### src/rtl/core/eight_bit_cpu_execute_unit_top_assert.svh
// assertion macros for the execute unit, clocked on clk_i, quiet while rst_ni is low
`ifndef EIGHT_BIT_CPU_EXECUTE_UNIT_TOP_ASSERT_SVH
`define EIGHT_BIT_CPU_EXECUTE_UNIT_TOP_ASSERT_SVH

`ifndef ASSERT_OFF
`define ASSERT_CLK(label, prop) \
  label: assert property (@(posedge clk_i) disable iff (!rst_ni) prop) \
    else $error("execute unit assertion failed");
`define ASSERT_NEVER(label, expr) \
  label: assert property (@(posedge clk_i) disable iff (!rst_ni) !(expr)) \
    else $error("execute unit forbidden condition");
`else
`define ASSERT_CLK(label, prop)
`define ASSERT_NEVER(label, expr)
`endif

`endif

### src/rtl/core/cpu8_exu_pkg.sv
`default_nettype none

package cpu8_exu_pkg;

  // instruction select, dense numbering
  typedef enum logic [5:0] {
    KIND_LDA   = 6'd0,
    KIND_LDX   = 6'd1,
    KIND_LDY   = 6'd2,
    KIND_STA   = 6'd3,
    KIND_STX   = 6'd4,
    KIND_STY   = 6'd5,
    KIND_ADC   = 6'd6,
    KIND_INC   = 6'd7,
    KIND_INX   = 6'd8,
    KIND_INY   = 6'd9,
    KIND_DEC   = 6'd10,
    KIND_DEX   = 6'd11,
    KIND_DEY   = 6'd12,
    KIND_AND   = 6'd13,
    KIND_EOR   = 6'd14,
    KIND_ORA   = 6'd15,
    KIND_JMP   = 6'd16,
    KIND_BCC   = 6'd17,
    KIND_BCS   = 6'd18,
    KIND_BEQ   = 6'd19,
    KIND_BMI   = 6'd20,
    KIND_BNE   = 6'd21,
    KIND_BPL   = 6'd22,
    KIND_BVC   = 6'd23,
    KIND_BVS   = 6'd24,
    KIND_CMP   = 6'd25,
    KIND_CPX   = 6'd26,
    KIND_CPY   = 6'd27,
    KIND_BIT   = 6'd28,
    KIND_ASL_A = 6'd29,
    KIND_ASL_M = 6'd30,
    KIND_TAX   = 6'd31,
    KIND_TAY   = 6'd32,
    KIND_TXA   = 6'd33,
    KIND_TYA   = 6'd34,
    KIND_TSX   = 6'd35,
    KIND_TXS   = 6'd36,
    KIND_PHA   = 6'd37,
    KIND_PHP   = 6'd38,
    KIND_PLA   = 6'd39,
    KIND_PLP   = 6'd40,
    KIND_JSR   = 6'd41,
    KIND_RTI   = 6'd42,
    KIND_RTS   = 6'd43,
    KIND_CLC   = 6'd44,
    KIND_CLD   = 6'd45,
    KIND_CLI   = 6'd46,
    KIND_CLV   = 6'd47,
    KIND_SEC   = 6'd48,
    KIND_SED   = 6'd49,
    KIND_SEI   = 6'd50,
    KIND_NOP   = 6'd51,
    KIND_BRK   = 6'd52
  } kind_e;

  // status bit positions
  localparam int FlagC   = 0;
  localparam int FlagZ   = 1;
  localparam int FlagI   = 2;
  localparam int FlagD   = 3;
  localparam int FlagB   = 4;
  localparam int FlagOne = 5;
  localparam int FlagV   = 6;
  localparam int FlagN   = 7;

  localparam logic [7:0] SpReset     = 8'hFD;
  localparam logic [7:0] StatusReset = 8'h24;

  // stack page split in banks so up to three neighboring bytes move per cycle
  localparam int NumBanks   = 4;
  localparam int BankSelW   = $clog2(NumBanks);
  localparam int BankDepth  = 256 / NumBanks;
  localparam int BankAddrW  = $clog2(BankDepth);
  localparam int MaxStackOp = 3;

  typedef struct packed {
    logic [7:0] a;
    logic [7:0] x;
    logic [7:0] y;
    logic [7:0] sp;
    logic [7:0] p;
  } cpu_state_t;

  // push i goes to address sp - i
  typedef struct packed {
    logic [MaxStackOp-1:0]       en;
    logic [MaxStackOp-1:0][7:0]  data;
  } push_req_t;

endpackage

`default_nettype wire

### src/rtl/core/cpu8_exu_ram.sv
`default_nettype none

module cpu8_exu_ram #(
  parameter int Width = 8,
  parameter int Depth = 64
) (
  input  wire logic                     clk_i,
  input  wire logic                     we_i,
  input  wire logic [$clog2(Depth)-1:0] waddr_i,
  input  wire logic [Width-1:0]         wdata_i,
  input  wire logic [$clog2(Depth)-1:0] raddr_i,
  output logic      [Width-1:0]         rdata_o
);

  logic [Width-1:0] mem_q [Depth];

  always_ff @(posedge clk_i) begin
    if (we_i) begin
      mem_q[waddr_i] <= wdata_i;
    end
    rdata_o <= mem_q[raddr_i];
  end

endmodule

`default_nettype wire

### src/rtl/core/cpu8_exu_alu.sv
`default_nettype none

module cpu8_exu_alu (
  input  wire cpu8_exu_pkg::cpu_state_t                        st_i,
  input  wire logic [5:0]                                      kind_i,
  input  wire logic [7:0]                                      operand_i,
  input  wire logic [7:0]                                      operand_high_i,
  input  wire logic [15:0]                                     next_pc_i,
  input  wire logic [cpu8_exu_pkg::MaxStackOp-1:0][7:0]        pull_i,
  output cpu8_exu_pkg::cpu_state_t                             st_o,
  output logic [15:0]                                          pc_o,
  output logic                                                 mem_write_o,
  output logic [7:0]                                           mem_write_data_o,
  output cpu8_exu_pkg::push_req_t                              push_o
);

  function automatic logic [7:0] set_nz(input logic [7:0] p, input logic [7:0] v);
    logic [7:0] r;
    r = p;
    r[cpu8_exu_pkg::FlagN] = v[7];
    r[cpu8_exu_pkg::FlagZ] = (v == 8'd0);
    return r;
  endfunction

  function automatic logic [7:0] compare(input logic [7:0] p, input logic [7:0] reg_v,
                                         input logic [7:0] m);
    logic [8:0] diff;
    logic [7:0] r;
    diff = {1'b0, reg_v} - {1'b0, m};
    r = set_nz(p, diff[7:0]);
    r[cpu8_exu_pkg::FlagC] = ~diff[8];
    return r;
  endfunction

  function automatic logic [7:0] pulled_status(input logic [7:0] v);
    logic [7:0] r;
    r = v;
    r[cpu8_exu_pkg::FlagB]   = 1'b0;
    r[cpu8_exu_pkg::FlagOne] = 1'b1;
    return r;
  endfunction

  logic [8:0]  adc_sum;
  logic [7:0]  adc_res;
  logic [15:0] br_target;
  logic [15:0] jmp_target;
  logic [15:0] ret_addr;
  logic [7:0]  push_status;
  logic [7:0]  inc_m;
  logic [7:0]  dec_m;
  logic [7:0]  asl_m;

  assign adc_sum     = {1'b0, st_i.a} + {1'b0, operand_i} + {8'd0, st_i.p[cpu8_exu_pkg::FlagC]};
  assign adc_res     = adc_sum[7:0];
  assign br_target   = next_pc_i + {{8{operand_i[7]}}, operand_i};
  assign jmp_target  = {operand_high_i, operand_i};
  assign ret_addr    = next_pc_i - 16'd1;
  assign push_status = st_i.p | 8'h30;
  assign inc_m       = operand_i + 8'd1;
  assign dec_m       = operand_i - 8'd1;
  assign asl_m       = {operand_i[6:0], 1'b0};

  always_comb begin
    st_o             = st_i;
    pc_o             = next_pc_i;
    mem_write_o      = 1'b0;
    mem_write_data_o = 8'd0;
    push_o           = '0;
    case (cpu8_exu_pkg::kind_e'(kind_i))
      cpu8_exu_pkg::KIND_LDA: begin
        st_o.a = operand_i;
        st_o.p = set_nz(st_i.p, operand_i);
      end
      cpu8_exu_pkg::KIND_LDX: begin
        st_o.x = operand_i;
        st_o.p = set_nz(st_i.p, operand_i);
      end
      cpu8_exu_pkg::KIND_LDY: begin
        st_o.y = operand_i;
        st_o.p = set_nz(st_i.p, operand_i);
      end
      cpu8_exu_pkg::KIND_STA: begin
        mem_write_o      = 1'b1;
        mem_write_data_o = st_i.a;
      end
      cpu8_exu_pkg::KIND_STX: begin
        mem_write_o      = 1'b1;
        mem_write_data_o = st_i.x;
      end
      cpu8_exu_pkg::KIND_STY: begin
        mem_write_o      = 1'b1;
        mem_write_data_o = st_i.y;
      end
      cpu8_exu_pkg::KIND_ADC: begin
        st_o.a = adc_res;
        st_o.p = set_nz(st_i.p, adc_res);
        st_o.p[cpu8_exu_pkg::FlagC] = adc_sum[8];
        // overflow when both addends agree in sign and the sum does not
        st_o.p[cpu8_exu_pkg::FlagV] = ~(st_i.a[7] ^ operand_i[7]) & (st_i.a[7] ^ adc_res[7]);
      end
      cpu8_exu_pkg::KIND_INC: begin
        mem_write_o      = 1'b1;
        mem_write_data_o = inc_m;
        st_o.p           = set_nz(st_i.p, inc_m);
      end
      cpu8_exu_pkg::KIND_INX: begin
        st_o.x = st_i.x + 8'd1;
        st_o.p = set_nz(st_i.p, st_i.x + 8'd1);
      end
      cpu8_exu_pkg::KIND_INY: begin
        st_o.y = st_i.y + 8'd1;
        st_o.p = set_nz(st_i.p, st_i.y + 8'd1);
      end
      cpu8_exu_pkg::KIND_DEC: begin
        mem_write_o      = 1'b1;
        mem_write_data_o = dec_m;
        st_o.p           = set_nz(st_i.p, dec_m);
      end
      cpu8_exu_pkg::KIND_DEX: begin
        st_o.x = st_i.x - 8'd1;
        st_o.p = set_nz(st_i.p, st_i.x - 8'd1);
      end
      cpu8_exu_pkg::KIND_DEY: begin
        st_o.y = st_i.y - 8'd1;
        st_o.p = set_nz(st_i.p, st_i.y - 8'd1);
      end
      cpu8_exu_pkg::KIND_AND: begin
        st_o.a = st_i.a & operand_i;
        st_o.p = set_nz(st_i.p, st_i.a & operand_i);
      end
      cpu8_exu_pkg::KIND_EOR: begin
        st_o.a = st_i.a ^ operand_i;
        st_o.p = set_nz(st_i.p, st_i.a ^ operand_i);
      end
      cpu8_exu_pkg::KIND_ORA: begin
        st_o.a = st_i.a | operand_i;
        st_o.p = set_nz(st_i.p, st_i.a | operand_i);
      end
      cpu8_exu_pkg::KIND_JMP: pc_o = jmp_target;
      cpu8_exu_pkg::KIND_BCC: if (!st_i.p[cpu8_exu_pkg::FlagC]) pc_o = br_target;
      cpu8_exu_pkg::KIND_BCS: if (st_i.p[cpu8_exu_pkg::FlagC]) pc_o = br_target;
      cpu8_exu_pkg::KIND_BEQ: if (st_i.p[cpu8_exu_pkg::FlagZ]) pc_o = br_target;
      cpu8_exu_pkg::KIND_BMI: if (st_i.p[cpu8_exu_pkg::FlagN]) pc_o = br_target;
      cpu8_exu_pkg::KIND_BNE: if (!st_i.p[cpu8_exu_pkg::FlagZ]) pc_o = br_target;
      cpu8_exu_pkg::KIND_BPL: if (!st_i.p[cpu8_exu_pkg::FlagN]) pc_o = br_target;
      cpu8_exu_pkg::KIND_BVC: if (!st_i.p[cpu8_exu_pkg::FlagV]) pc_o = br_target;
      cpu8_exu_pkg::KIND_BVS: if (st_i.p[cpu8_exu_pkg::FlagV]) pc_o = br_target;
      cpu8_exu_pkg::KIND_CMP: st_o.p = compare(st_i.p, st_i.a, operand_i);
      cpu8_exu_pkg::KIND_CPX: st_o.p = compare(st_i.p, st_i.x, operand_i);
      cpu8_exu_pkg::KIND_CPY: st_o.p = compare(st_i.p, st_i.y, operand_i);
      cpu8_exu_pkg::KIND_BIT: begin
        st_o.p[cpu8_exu_pkg::FlagZ] = ((st_i.a & operand_i) == 8'd0);
        st_o.p[cpu8_exu_pkg::FlagN] = operand_i[7];
        st_o.p[cpu8_exu_pkg::FlagV] = operand_i[6];
      end
      cpu8_exu_pkg::KIND_ASL_A: begin
        st_o.a = {st_i.a[6:0], 1'b0};
        st_o.p = set_nz(st_i.p, {st_i.a[6:0], 1'b0});
        st_o.p[cpu8_exu_pkg::FlagC] = st_i.a[7];
      end
      cpu8_exu_pkg::KIND_ASL_M: begin
        mem_write_o      = 1'b1;
        mem_write_data_o = asl_m;
        st_o.p           = set_nz(st_i.p, asl_m);
        st_o.p[cpu8_exu_pkg::FlagC] = operand_i[7];
      end
      cpu8_exu_pkg::KIND_TAX: begin
        st_o.x = st_i.a;
        st_o.p = set_nz(st_i.p, st_i.a);
      end
      cpu8_exu_pkg::KIND_TAY: begin
        st_o.y = st_i.a;
        st_o.p = set_nz(st_i.p, st_i.a);
      end
      cpu8_exu_pkg::KIND_TXA: begin
        st_o.a = st_i.x;
        st_o.p = set_nz(st_i.p, st_i.x);
      end
      cpu8_exu_pkg::KIND_TYA: begin
        st_o.a = st_i.y;
        st_o.p = set_nz(st_i.p, st_i.y);
      end
      cpu8_exu_pkg::KIND_TSX: begin
        st_o.x = st_i.sp;
        st_o.p = set_nz(st_i.p, st_i.sp);
      end
      cpu8_exu_pkg::KIND_TXS: st_o.sp = st_i.x;
      cpu8_exu_pkg::KIND_PHA: begin
        push_o.en[0]   = 1'b1;
        push_o.data[0] = st_i.a;
        st_o.sp        = st_i.sp - 8'd1;
      end
      cpu8_exu_pkg::KIND_PHP: begin
        push_o.en[0]   = 1'b1;
        push_o.data[0] = push_status;
        st_o.sp        = st_i.sp - 8'd1;
      end
      cpu8_exu_pkg::KIND_PLA: begin
        st_o.a  = pull_i[0];
        st_o.p  = set_nz(st_i.p, pull_i[0]);
        st_o.sp = st_i.sp + 8'd1;
      end
      cpu8_exu_pkg::KIND_PLP: begin
        st_o.p  = pulled_status(pull_i[0]);
        st_o.sp = st_i.sp + 8'd1;
      end
      cpu8_exu_pkg::KIND_JSR: begin
        // return address minus one, high byte pushed first
        push_o.en[1:0] = 2'b11;
        push_o.data[0] = ret_addr[15:8];
        push_o.data[1] = ret_addr[7:0];
        st_o.sp        = st_i.sp - 8'd2;
        pc_o           = jmp_target;
      end
      cpu8_exu_pkg::KIND_RTI: begin
        st_o.p  = pulled_status(pull_i[0]);
        st_o.sp = st_i.sp + 8'd3;
        pc_o    = {pull_i[2], pull_i[1]};
      end
      cpu8_exu_pkg::KIND_RTS: begin
        st_o.sp = st_i.sp + 8'd2;
        pc_o    = {pull_i[1], pull_i[0]} + 16'd1;
      end
      cpu8_exu_pkg::KIND_CLC: st_o.p[cpu8_exu_pkg::FlagC] = 1'b0;
      cpu8_exu_pkg::KIND_CLD: st_o.p[cpu8_exu_pkg::FlagD] = 1'b0;
      cpu8_exu_pkg::KIND_CLI: st_o.p[cpu8_exu_pkg::FlagI] = 1'b0;
      cpu8_exu_pkg::KIND_CLV: st_o.p[cpu8_exu_pkg::FlagV] = 1'b0;
      cpu8_exu_pkg::KIND_SEC: st_o.p[cpu8_exu_pkg::FlagC] = 1'b1;
      cpu8_exu_pkg::KIND_SED: st_o.p[cpu8_exu_pkg::FlagD] = 1'b1;
      cpu8_exu_pkg::KIND_SEI: st_o.p[cpu8_exu_pkg::FlagI] = 1'b1;
      cpu8_exu_pkg::KIND_NOP: st_o = st_i;
      cpu8_exu_pkg::KIND_BRK: begin
        // vector fetch lives outside, pc stays at next_pc
        push_o.en      = 3'b111;
        push_o.data[0] = next_pc_i[15:8];
        push_o.data[1] = next_pc_i[7:0];
        push_o.data[2] = push_status;
        st_o.sp        = st_i.sp - 8'd3;
        st_o.p[cpu8_exu_pkg::FlagI] = 1'b1;
      end
      default: st_o = st_i;
    endcase
  end

endmodule

`default_nettype wire

### src/rtl/core/eight_bit_cpu_execute_unit_top.sv
`default_nettype none
`include "eight_bit_cpu_execute_unit_top_assert.svh"

// channel | dir | tdata fields, lowest bit up                             | tuser
// --------+-----+---------------------------------------------------------+----------
// s_axis  | in  | operand, operand_high, next_pc (32 bits)                | kind[5:0]
// m_axis  | out | pc_out, mem_write_data, acc, x, y, sp, status (64 bits) | mem_write
//
// one instruction per cycle while m_axis does not stall; an accepted transaction waits in the
// input register until the result register is free, then its result is registered and offered
// the stack page is four 64x8 banks with registered read, addressed from the next
// stack pointer, with the last write forwarded
// reset clears A, X, Y, sets sp to 0xfd and status to 0x24; stack contents are undefined
// s_axis_tready drops only when a stalled result and a waiting transaction fill both registers

module eight_bit_cpu_execute_unit_top (
  input  wire logic        clk_i,
  input  wire logic        rst_ni,

  input  wire logic        s_axis_tvalid,
  output logic             s_axis_tready,
  input  wire logic [31:0] s_axis_tdata,   // operand, operand_high, next_pc
  input  wire logic [5:0]  s_axis_tuser,   // kind

  output logic             m_axis_tvalid,
  input  wire logic        m_axis_tready,
  output logic [63:0]      m_axis_tdata,   // pc_out, mem_write_data, acc, x, y, sp, status
  output logic             m_axis_tuser    // mem_write
);

  localparam int NB = cpu8_exu_pkg::NumBanks;
  localparam int AW = cpu8_exu_pkg::BankAddrW;
  localparam int SW = cpu8_exu_pkg::BankSelW;
  localparam int NS = cpu8_exu_pkg::MaxStackOp;

  // input register
  logic        in_valid_q;
  logic [5:0]  kind_q;
  logic [7:0]  operand_q;
  logic [7:0]  operand_high_q;
  logic [15:0] next_pc_q;

  // architectural state
  cpu8_exu_pkg::cpu_state_t st_q;
  cpu8_exu_pkg::cpu_state_t st_d;

  // result register
  logic        out_valid_q;
  logic [63:0] out_data_q;
  logic        out_wr_q;

  logic        exec_fire;
  logic        in_fire;
  logic [15:0] pc_d;
  logic        mem_write_d;
  logic [7:0]  mem_write_data_d;

  cpu8_exu_pkg::push_req_t push;
  logic [NS-1:0][7:0]      pull;

  // stack banks
  logic [NB-1:0]           bank_we;
  logic [NB-1:0][AW-1:0]   bank_waddr;
  logic [NB-1:0][7:0]      bank_wdata;
  logic [NB-1:0][AW-1:0]   bank_raddr;
  logic [NB-1:0][7:0]      bank_rdata;
  logic [NB-1:0][7:0]      bank_fwd;
  logic [NB-1:0]           wr_en_q;
  logic [NB-1:0][AW-1:0]   wr_addr_q;
  logic [NB-1:0][7:0]      wr_data_q;
  logic [NB-1:0][AW-1:0]   rd_addr_q;

  logic [7:0] sp_rd;
  logic [7:0] rd_base;

  // the instruction in the input register runs when the result slot is free
  assign exec_fire     = in_valid_q & (~out_valid_q | m_axis_tready);
  assign s_axis_tready = ~in_valid_q | exec_fire;
  assign in_fire       = s_axis_tvalid & s_axis_tready;

  cpu8_exu_alu u_alu (
    .st_i             (st_q),
    .kind_i           (kind_q),
    .operand_i        (operand_q),
    .operand_high_i   (operand_high_q),
    .next_pc_i        (next_pc_q),
    .pull_i           (pull),
    .st_o             (st_d),
    .pc_o             (pc_d),
    .mem_write_o      (mem_write_d),
    .mem_write_data_o (mem_write_data_d),
    .push_o           (push)
  );

  // pushes land at sp, sp-1, sp-2: always three different banks
  always_comb begin
    logic [7:0] pa;
    bank_we    = '0;
    bank_waddr = '0;
    bank_wdata = '0;
    for (int i = 0; i < NS; i++) begin
      pa = st_q.sp - 8'(i);
      if (exec_fire && push.en[i]) begin
        bank_we[pa[SW-1:0]]    = 1'b1;
        bank_waddr[pa[SW-1:0]] = pa[7:SW];
        bank_wdata[pa[SW-1:0]] = push.data[i];
      end
    end
  end

  // read the four bytes above the stack pointer the next instruction will see
  assign sp_rd   = exec_fire ? st_d.sp : st_q.sp;
  assign rd_base = sp_rd + 8'd1;

  for (genvar b = 0; b < NB; b++) begin : g_bank
    assign bank_raddr[b] = (rd_base[SW-1:0] <= SW'(b)) ? rd_base[7:SW]
                                                       : rd_base[7:SW] + AW'(1);

    cpu8_exu_ram #(
      .Width (8),
      .Depth (cpu8_exu_pkg::BankDepth)
    ) u_ram (
      .clk_i   (clk_i),
      .we_i    (bank_we[b]),
      .waddr_i (bank_waddr[b]),
      .wdata_i (bank_wdata[b]),
      .raddr_i (bank_raddr[b]),
      .rdata_o (bank_rdata[b])
    );

    // a write on the same edge as the read is not in the read data yet
    assign bank_fwd[b] = (wr_en_q[b] && (wr_addr_q[b] == rd_addr_q[b])) ? wr_data_q[b]
                                                                       : bank_rdata[b];
  end

  // pull k reads sp+1+k
  always_comb begin
    logic [7:0] pa;
    for (int k = 0; k < NS; k++) begin
      pa      = st_q.sp + 8'(k + 1);
      pull[k] = bank_fwd[pa[SW-1:0]];
    end
  end

  // control and architectural state
  always_ff @(posedge clk_i or negedge rst_ni) begin
    if (!rst_ni) begin
      in_valid_q  <= 1'b0;
      out_valid_q <= 1'b0;
      wr_en_q     <= '0;
      st_q.a      <= 8'd0;
      st_q.x      <= 8'd0;
      st_q.y      <= 8'd0;
      st_q.sp     <= cpu8_exu_pkg::SpReset;
      st_q.p      <= cpu8_exu_pkg::StatusReset;
    end else begin
      wr_en_q <= bank_we;
      if (s_axis_tready) begin
        in_valid_q <= s_axis_tvalid;
      end
      if (exec_fire) begin
        out_valid_q <= 1'b1;
        st_q        <= st_d;
      end else if (m_axis_tready) begin
        out_valid_q <= 1'b0;
      end
    end
  end

  // payload registers
  always_ff @(posedge clk_i) begin
    wr_addr_q <= bank_waddr;
    wr_data_q <= bank_wdata;
    rd_addr_q <= bank_raddr;
    if (in_fire) begin
      kind_q         <= s_axis_tuser;
      operand_q      <= s_axis_tdata[7:0];
      operand_high_q <= s_axis_tdata[15:8];
      next_pc_q      <= s_axis_tdata[31:16];
    end
    if (exec_fire) begin
      out_wr_q   <= mem_write_d;
      out_data_q <= {st_d.p, st_d.sp, st_d.y, st_d.x, st_d.a, mem_write_data_d, pc_d};
    end
  end

  assign m_axis_tvalid = out_valid_q;
  assign m_axis_tdata  = out_data_q;
  assign m_axis_tuser  = out_wr_q;

  // a single-byte push moves the stack pointer down by one
  `ASSERT_CLK(a_pha_sp, exec_fire && (kind_q == cpu8_exu_pkg::KIND_PHA) |=> st_q.sp == $past(st_q.sp) - 8'd1)
  // an executed instruction always leaves a result behind
  `ASSERT_CLK(a_exec_result, exec_fire |=> m_axis_tvalid)
  // input side only blocks when both registers are full and the output stalls
  `ASSERT_CLK(a_ready_low, !s_axis_tready |-> in_valid_q && out_valid_q && !m_axis_tready)
  // status bit five always reads one and B never sticks in the register
  `ASSERT_NEVER(a_status_bits, m_axis_tvalid && (!m_axis_tdata[61] || m_axis_tdata[60]))
  // no store data without a store
  `ASSERT_NEVER(a_wdata_zero, m_axis_tvalid && !m_axis_tuser && (m_axis_tdata[23:16] != 8'd0))

endmodule

`default_nettype wire
### config.mk
export PLATFORM = sky130hd
export DESIGN_NAME = eight_bit_cpu_execute_unit_top
export DESIGN_NICKNAME = d
export VERILOG_FILES = /design/src/rtl/core/cpu8_exu_pkg.sv /design/src/rtl/core/cpu8_exu_ram.sv /design/src/rtl/core/cpu8_exu_alu.sv /design/src/rtl/core/eight_bit_cpu_execute_unit_top.sv
export VERILOG_INCLUDE_DIRS = /design/src /design/src/rtl/core
export SDC_FILE = /design/constraint.sdc
export NUM_CORES = 2
export LEC_CHECK = 0
export BUFFER_PORTS_ARGS = -buffer_cell sky130_fd_sc_hd__buf_2
export CAP_MARGIN = 10
export CORE_UTILIZATION = 50
export DETAILED_ROUTE_END_ITERATION = 6
export HOLD_SLACK_MARGIN = 0.02
export PLACE_DENSITY = 0.67
export SETUP_SLACK_MARGIN = 0.5
export SYNTH_ARGS = -nofsm -noshare
export SYNTH_HDL_FRONTEND = slang
export SYNTH_HIERARCHICAL = 1
export SYNTH_SLANG_ARGS = --single-unit
### constraint.sdc
create_clock -name clk_i -period 6.1 [get_ports clk_i]
set_input_delay 0.305 -clock clk_i [delete_from_list [all_inputs] [get_ports clk_i]]
set_output_delay 0.305 -clock clk_i [all_outputs]
set_load 0.01 [all_outputs]
## Word level (Yosys, flattened, before mapping)

Memory sizes are Yosys's and may differ from the RTL's. A register that Yosys moved wholly into a read port is not among the register bits.
Index checks and enable logic that the tools add are counted.

| storage, ports and cells | value |
|---|---|
| RAM bits | 2048 |
| output and inout port bits | 67 |
| input port bits | 42 |
| memories | 4 |
| register bits | 229 |
| logic and storage cells | 270 |

Memory list:

| name | depth | width | rd ports | clocked after memory_dff | wr ports | RTL line | text |
|---|---|---|---|---|---|---|---|
| g_bank[0].u_ram.mem_q | 64 | 8 | 1 | 1 | 1 | cpu8_exu_ram.sv:15 | `logic [Width-1:0] mem_q [Depth];` |
| g_bank[1].u_ram.mem_q | 64 | 8 | 1 | 1 | 1 | cpu8_exu_ram.sv:15 |  |
| g_bank[2].u_ram.mem_q | 64 | 8 | 1 | 1 | 1 | cpu8_exu_ram.sv:15 |  |
| g_bank[3].u_ram.mem_q | 64 | 8 | 1 | 1 | 1 | cpu8_exu_ram.sv:15 |  |

| cells by class | value |
|---|---|
| order comparisons | 13 |
| eq/ne operators | 55 |
| multiplexer cells | 84 |
| bitwise operators | 20 |
| reductions and logical operators | 46 |
| add/subtract/negate cells | 22 |

Operators by type and width:

| cell | number |
|---|---|
| 16-bit case mux with 11 select lines | 1 |
| 8-bit logical NOT | 20 |
| 16-bit two-way mux | 8 |
| 6-bit == test, second input constant | 20 |
| 6-bit by 5-bit == test with 1-bit output, second input constant | 16 |
| 32-bit two-way mux | 3 |
| 8-bit two-way mux | 12 |
| 24-bit two-way mux | 3 |
| 8-bit case mux with 9 select lines | 1 |
| 32-bit bitwise mux | 2 |
| 8-bit case mux with 4 select lines | 2 |
| 8-bit case mux with 7 select lines | 1 |
| 8-bit binary-select mux with 2-bit select | 3 |
| 24-bit bitwise mux | 2 |
| 8-bit demux with 2-bit select | 3 |
| 6-bit by 4-bit == test with 1-bit output, second input constant | 8 |
| 8-bit case mux with 6 select lines | 1 |
| 6-bit two-way mux | 7 |
| 8-bit by 1-bit adder with 8-bit output, second input constant | 5 |
| 8-bit case mux with 5 select lines | 1 |
| 6-bit demux with 2-bit select | 3 |
| 32-bit AND | 1 |
| 8-bit by 1-bit subtractor with 8-bit output, second input constant | 4 |
| 8-bit by 8-bit subtractor with 9-bit output | 3 |
| other kinds (43) | 110 |

## Depth between registers and ports, before layout

| depth | value |
|---|---|
| word-level depth | 11 |
| mapped depth | 32 |
| depth with buffers taken out | 26 |

## Modules after synthesis

The synthesis kept the hierarchy.

Modules (own cells, without submodules):

| module | cells an instance | times used | area an instance (um^2) | sequential area each (um^2) |
|---|---|---|---|---|
| cpu8_exu_ram | 940 | 4 | 20166.8 | 15534.9 |
| eight_bit_cpu_execute_unit_top | 836 | 1 | 9574.2 | 5856.9 |
| cpu8_exu_alu | 1233 | 1 | 8270.4 | 0.0 |

## Least setup slack after synthesis

OpenSTA, ideal clock, no wires.

| path | value |
|---|---|
| kind | flip-flop to flip-flop |
| start point | register kind_q[4] |
| end point | register g_bank[2].u_ram.rdata_o[3], read port of g_bank[2].u_ram.mem_q |
| path buffers | 7 |
| data arrival time | 5.445 ns |
| library setup time | 0.136 ns |
| clock period less this slack | 5.581 ns |
| setup slack | 0.519 ns |
| cell stages (with the launch flop) | 31 |
| data required time | 5.964 ns |
| cell sequence | edfxtp_1 > buf_4 > buf_4 > buf_2 > buf_2 > nor2_1 > a21oi_1 > nor2_1 > o21ai_0 > inv_1 > fa_1 > xor2_1 > o21ai_0 > nand3_1 > o21ai_1 > ha_1 > nand2_1 > xor2_1 > nor2_1 > nor2_1 > inv_1 > ha_1 > nand2_1 > o21ai_0 > buf_4 > buf_2 > buf_2 > mux4_2 > mux4_2 > o21ai_1 > o41ai_1 |

RTL lines:

| what | RTL line | text |
|---|---|---|
| start, declared | eight_bit_cpu_execute_unit_top.sv:38 | `logic [5:0] kind_q;` |
| start signal, assigned | eight_bit_cpu_execute_unit_top.sv:176 | `kind_q <= s_axis_tuser;` |
| end, declared | cpu8_exu_ram.sv:12 | `output logic [Width-1:0] rdata_o` |

==> results.txt <==
- In the final routed layout, each cell accounts on average for 29.2 µm.
- Summed over all failing endpoints, the final setup total negative slack is 0 ns.
- STA puts the critical path data arrival time at 6.23 ns.
- Sequential cells burn 35.0% of the power.
* Final period demand of the worst path: 5.76 ns
* Post-synth design cell area: 98500 µm²
- The final reports fail on design-rule violations, max-capacitance violations.
- In this run the vertical extent of the chip is 446 µm.
- Entering global routing, the biggest net connects 75 pins.
* Switching power total: 17.3 mW
- Summed over all layers, the global routing overflow is 0.
- Clock tree synthesis selected as its root buffer the cell clkbuf_16.
- Counting both buffers and inverters, the worst setup path holds a total of 1.
* Top cell by count, worst path: nand3_1
- In this run the number of H-tree levels came out at 4.
* Total chip power: 52.0 mW
- Count leader, synth: edfxtp_1
- Synthesis inferred 2309 register bits.
- Commonest cells post-synth: edfxtp_1, nor2_1, mux4_2
* Cell variety after synth: 105
- Wires add up to 262000 µm.
- First-pass DRT Iterations: 7
- In this run the biggest area consumer among cell types represents 65.6% of the synthesized area.
* Power density normalized to cell area: 465 nW/µm²
- Unrepaired setup endpoints after global routing: true
- The critical path goes through or2_1, buf_4, nor2_1, nand3_1, nand3_1, nand3_1, nor2_1, a22oi_1, mux2i_1, nand3_1, nor2_1.
* DRC: 5
- HPWL reported at the end of detailed placement: 172000 µm
- In the final layout, the multi-input gates occupy 29100 µm².
- Routability-driven placement finished with a final weighted congestion of 0.971.
- The count of nets left with antenna violations once routing finished came out at 0.
- Between clock sinks in the finished design, the worst skew comes to 0.0430 ns.
- On the worst path, the slowest cell contributes a delay of 0.92 ns.
* Leakage component of the power: 37.0 nW
- Portion of total power attributed to combinational logic: 38.2%
- The floorplan has 162 rows.
- Clock tree synthesis found a total of 2309 sinks.
* Result of the run: finished with violations
* CP delay by family, top: simple AND/OR/NAND/NOR gates
- Achievable frequency: 0.173 GHz
- Floorplan die width: 446 µm
* Wire length of the first global-routing pass: 384000 µm
- STA classifies the critical path startpoint as a flop.
- Clock tree from TritonCTS: done
- The number of nets in the synthesized netlist is 5976.
- In this run the critical register-to-register path is launched from kind_q[0]$_DFFE_PP_.
* Portion of the post-synthesis area used by sequential elements: 69.0%
- Final setup vio count: 0
- The worst register-to-register path has a depth of 11.
- Main synth FF type: edfxtp_1
- Clk buf depth: 3
* Synthesis warning total: 6
- The post-route netlist has 23.9% of its cells at a drive strength greater than 1.
- The core region is 195000 µm².
- 109 I/O pins were placed.
- The total count of max-transition violations in the final report was 0.
- Counting instances, the worst hold path has a depth of 2.
- The worst setup path is of the reg2reg kind.
- Worst min-delay path endpoint: operand_q[0]$_DFFE_PP_
* Via density per instance: 6.36
- Along the worst path, the maximum fanout reaches 11.
- By area the synthesized netlist is led by edfxtp_1, mux4_2, dfxtp_1.
- STA puts the critical path data required time at 6.57 ns.
- The detailed router finished its first iteration with 7299 violations.
- Summing all flip-flop and latch instances after layout gives 68000 µm².
- Die outline area: 199000 µm²
- Area Growth Syn to Fin: 13.5%
- Synth async-reset ratio: 1.99%
- The average instance in the mapped netlist occupies 16.9 µm².
- The detailed router placed 57100 vias in this run.
- The via count of the first global-routing pass was 55500.
* Highest ir drop seen on vdd: 0.000466 V
- Count of flip-flops with a built-in enable after synthesis: 2151
* Starting density of the core: 50.4%
- Proportion of total power due to net switching: 33.3%
- Number of port buffers: 108
- Worst hold path startpoint: s_axis_tdata[0]
* Clock transition time at the flip-flop clock pins of the worst setup and hold paths: 0.06 ns
- Fin nets: 6313
- The later pin in the worst-skew pair is clocked with a latency of 0.88 ns.
- Max Cap Violations: 1
- Worst hold path class: in2reg
* Number of antenna violations at the first check in global routing: 8
* Final hold vios: 0
- Clock tree synthesis inserted a total of 226 buffers.
- Worst R2R End: g_bank[2].u_ram/mem_q[61][3]$_DFFE_PP_
- Crit-path slowest cell: nor2_1
- Fin crit share: 94.5%
* Tightest Pin Transition: 1.46 ns
* Relative slew slack: 1.63%
* Category of the worst setup path capture point: flop
- Count of mapped cells out of synthesis: 5829
- Total of fill cells in the finished design: 14700
- In this run, the clock network consumes 26.8% of the power.
- The synthesized design spends more area on one cell type than any other, namely edfxtp_1.
- FF-to-FF setup slack: 0.34 ns
- In the global route stage, overall resource usage came out at 26.4%.
* Total internal power: 34.7 mW
[layout by cell type, fill, tap and decap left out, drive strengths merged, types with 53 or more instances in the layout]
master	instances
ha	97
edfxtp	2151
o22ai	74
o21ai	129
nand2	316
xor2	57
mux2	90
xnor2	85
nor2	538
clkbuf	295
clkinv	82
a221oi	53
a22oi	80
dfxtp	112
inv	88
mux2i	102
a21oi	116
nand3	100
buf	401
nor2b	76
mux4	512
nor3	78
[area by class of cell]
cell class	instances	share of cell area (%)
timing repair buffer	446	3.32
multi-input combinational	3109	26.0
inverter	74	0.263
clock inverter	130	1.25
sequential	2309	60.8
tap	2624	2.94
clock buffer	292	5.39
antenna	5	0.0112
[cell families (layout without fill, tap and decap cells)]
group / count (synthesis) / in the layout / synth area share (%)
flops: 2309 / 2309 / 69.0
mux: 704 / 704 / 13.8
other cells: 0 / 5 / 0
simple gates: 1365 / 1365 / 6.60
xor+xnor: 142 / 142 / 1.27
compound gates: 793 / 793 / 5.74
fa+ha+maj: 105 / 105 / 1.39
buf+inv: 411 / 942 / 2.20
[worst max path at each step]
stage / start / endpoint / slack, ns / depth (start not counted)
after floorplan: kind_q[4]$_DFFE_PP_ / g_bank[2].u_ram/rdata_o[3]$_DFF_P_ / 0.52 / 30
after global placement: kind_q[0]$_DFFE_PP_ / g_bank[1].u_ram/rdata_o[5]$_DFF_P_ / 0.27 / 24
after detailed placement: kind_q[4]$_DFFE_PP_ / g_bank[0].u_ram/rdata_o[6]$_DFF_P_ / 0.17 / 24
after CTS: kind_q[1]$_DFFE_PP_ / g_bank[1].u_ram/rdata_o[1]$_DFF_P_ / 0.45 / 24
after global routing: kind_q[0]$_DFFE_PP_ / g_bank[2].u_ram/mem_q[21][7]$_DFFE_PP_ / 0.09 / 11
final: kind_q[0]$_DFFE_PP_ / g_bank[2].u_ram/mem_q[61][3]$_DFFE_PP_ / 0.34 / 11
[registers in the layout, summed over array words and instances (netlist names), 6 cells and up]
name and count:
operand_high_q 8, kind_q 6, wr_data_q 32, g_bank.u_ram/mem_q 2048
wr_addr_q 24, next_pc_q 16, rd_addr_q 24, g_bank.u_ram/rdata_o 32
m_axis_tdata 64, operand_q 8, st_q 40
[per-layer routing]
layer / track usage [%] / up-vias / part of all wire [%]
li1: - / 24200 / -
met1: 37.9 / 29600 / 41
met2: 41.1 / 2874 / 47
met3: 4.00 / 499 / 8.0
met4: 9.52 / 6 / 3.8
met5: 0 / - / 0.017
[what timing repair did]
item	4_1_cts	5_1_grt
endpoints found under the hold margin	78	0
endpoints found under the setup margin	49	559
cloned	1	2
gates resized for setup	23	62
hold buffers	41	0
pin swaps	0	2
buffers inserted	3	13
[worst reg2reg max path, stage by stage (launching register included)]
cell and delay, ns:
edfxtp_1 0.49, or2_1 0.28, buf_4 0.20, nor2_1 0.15, nand3_1 0.43, nand3_1 0.45, nand3_1 0.20, nor2_1 0.62
a22oi_1 0.14, mux2i_1 0.69, nand3_1 0.78, nor2_1 0.92
[per-stage QoR]
stage / area, µm² / worst slack (ns) / util [%] / hold WS, ns / instances
finish: 112000 / 0.335 / 57.2 / 0.158 / 8989
CTS: 111000 / 0.450 / 57.0 / 0.0815 / 8969
global route: 112000 / 0.0896 / 57.2 / 0.135 / 8988
floorplan: 98500 / 0.519 / - / 0.00941 / 5829
global placement: 103000 / 0.267 / 53.0 / 0.445 / 8502
detailed placement: 103000 / 0.166 / 53.0 / 0.452 / 8502
[power groups by stage]
stage               sequential [mW]  combinational, mW  clock (mW)
floorplan                      18.1               13.5           0
global placement               18.5               19.1           0
finish                         18.2               19.9        13.9
detailed placement             18.5               19.2           0
CTS                            18.2               19.6        14.1
global route                   18.2               20.9        14.7
(Power assumes the default switching activity.)
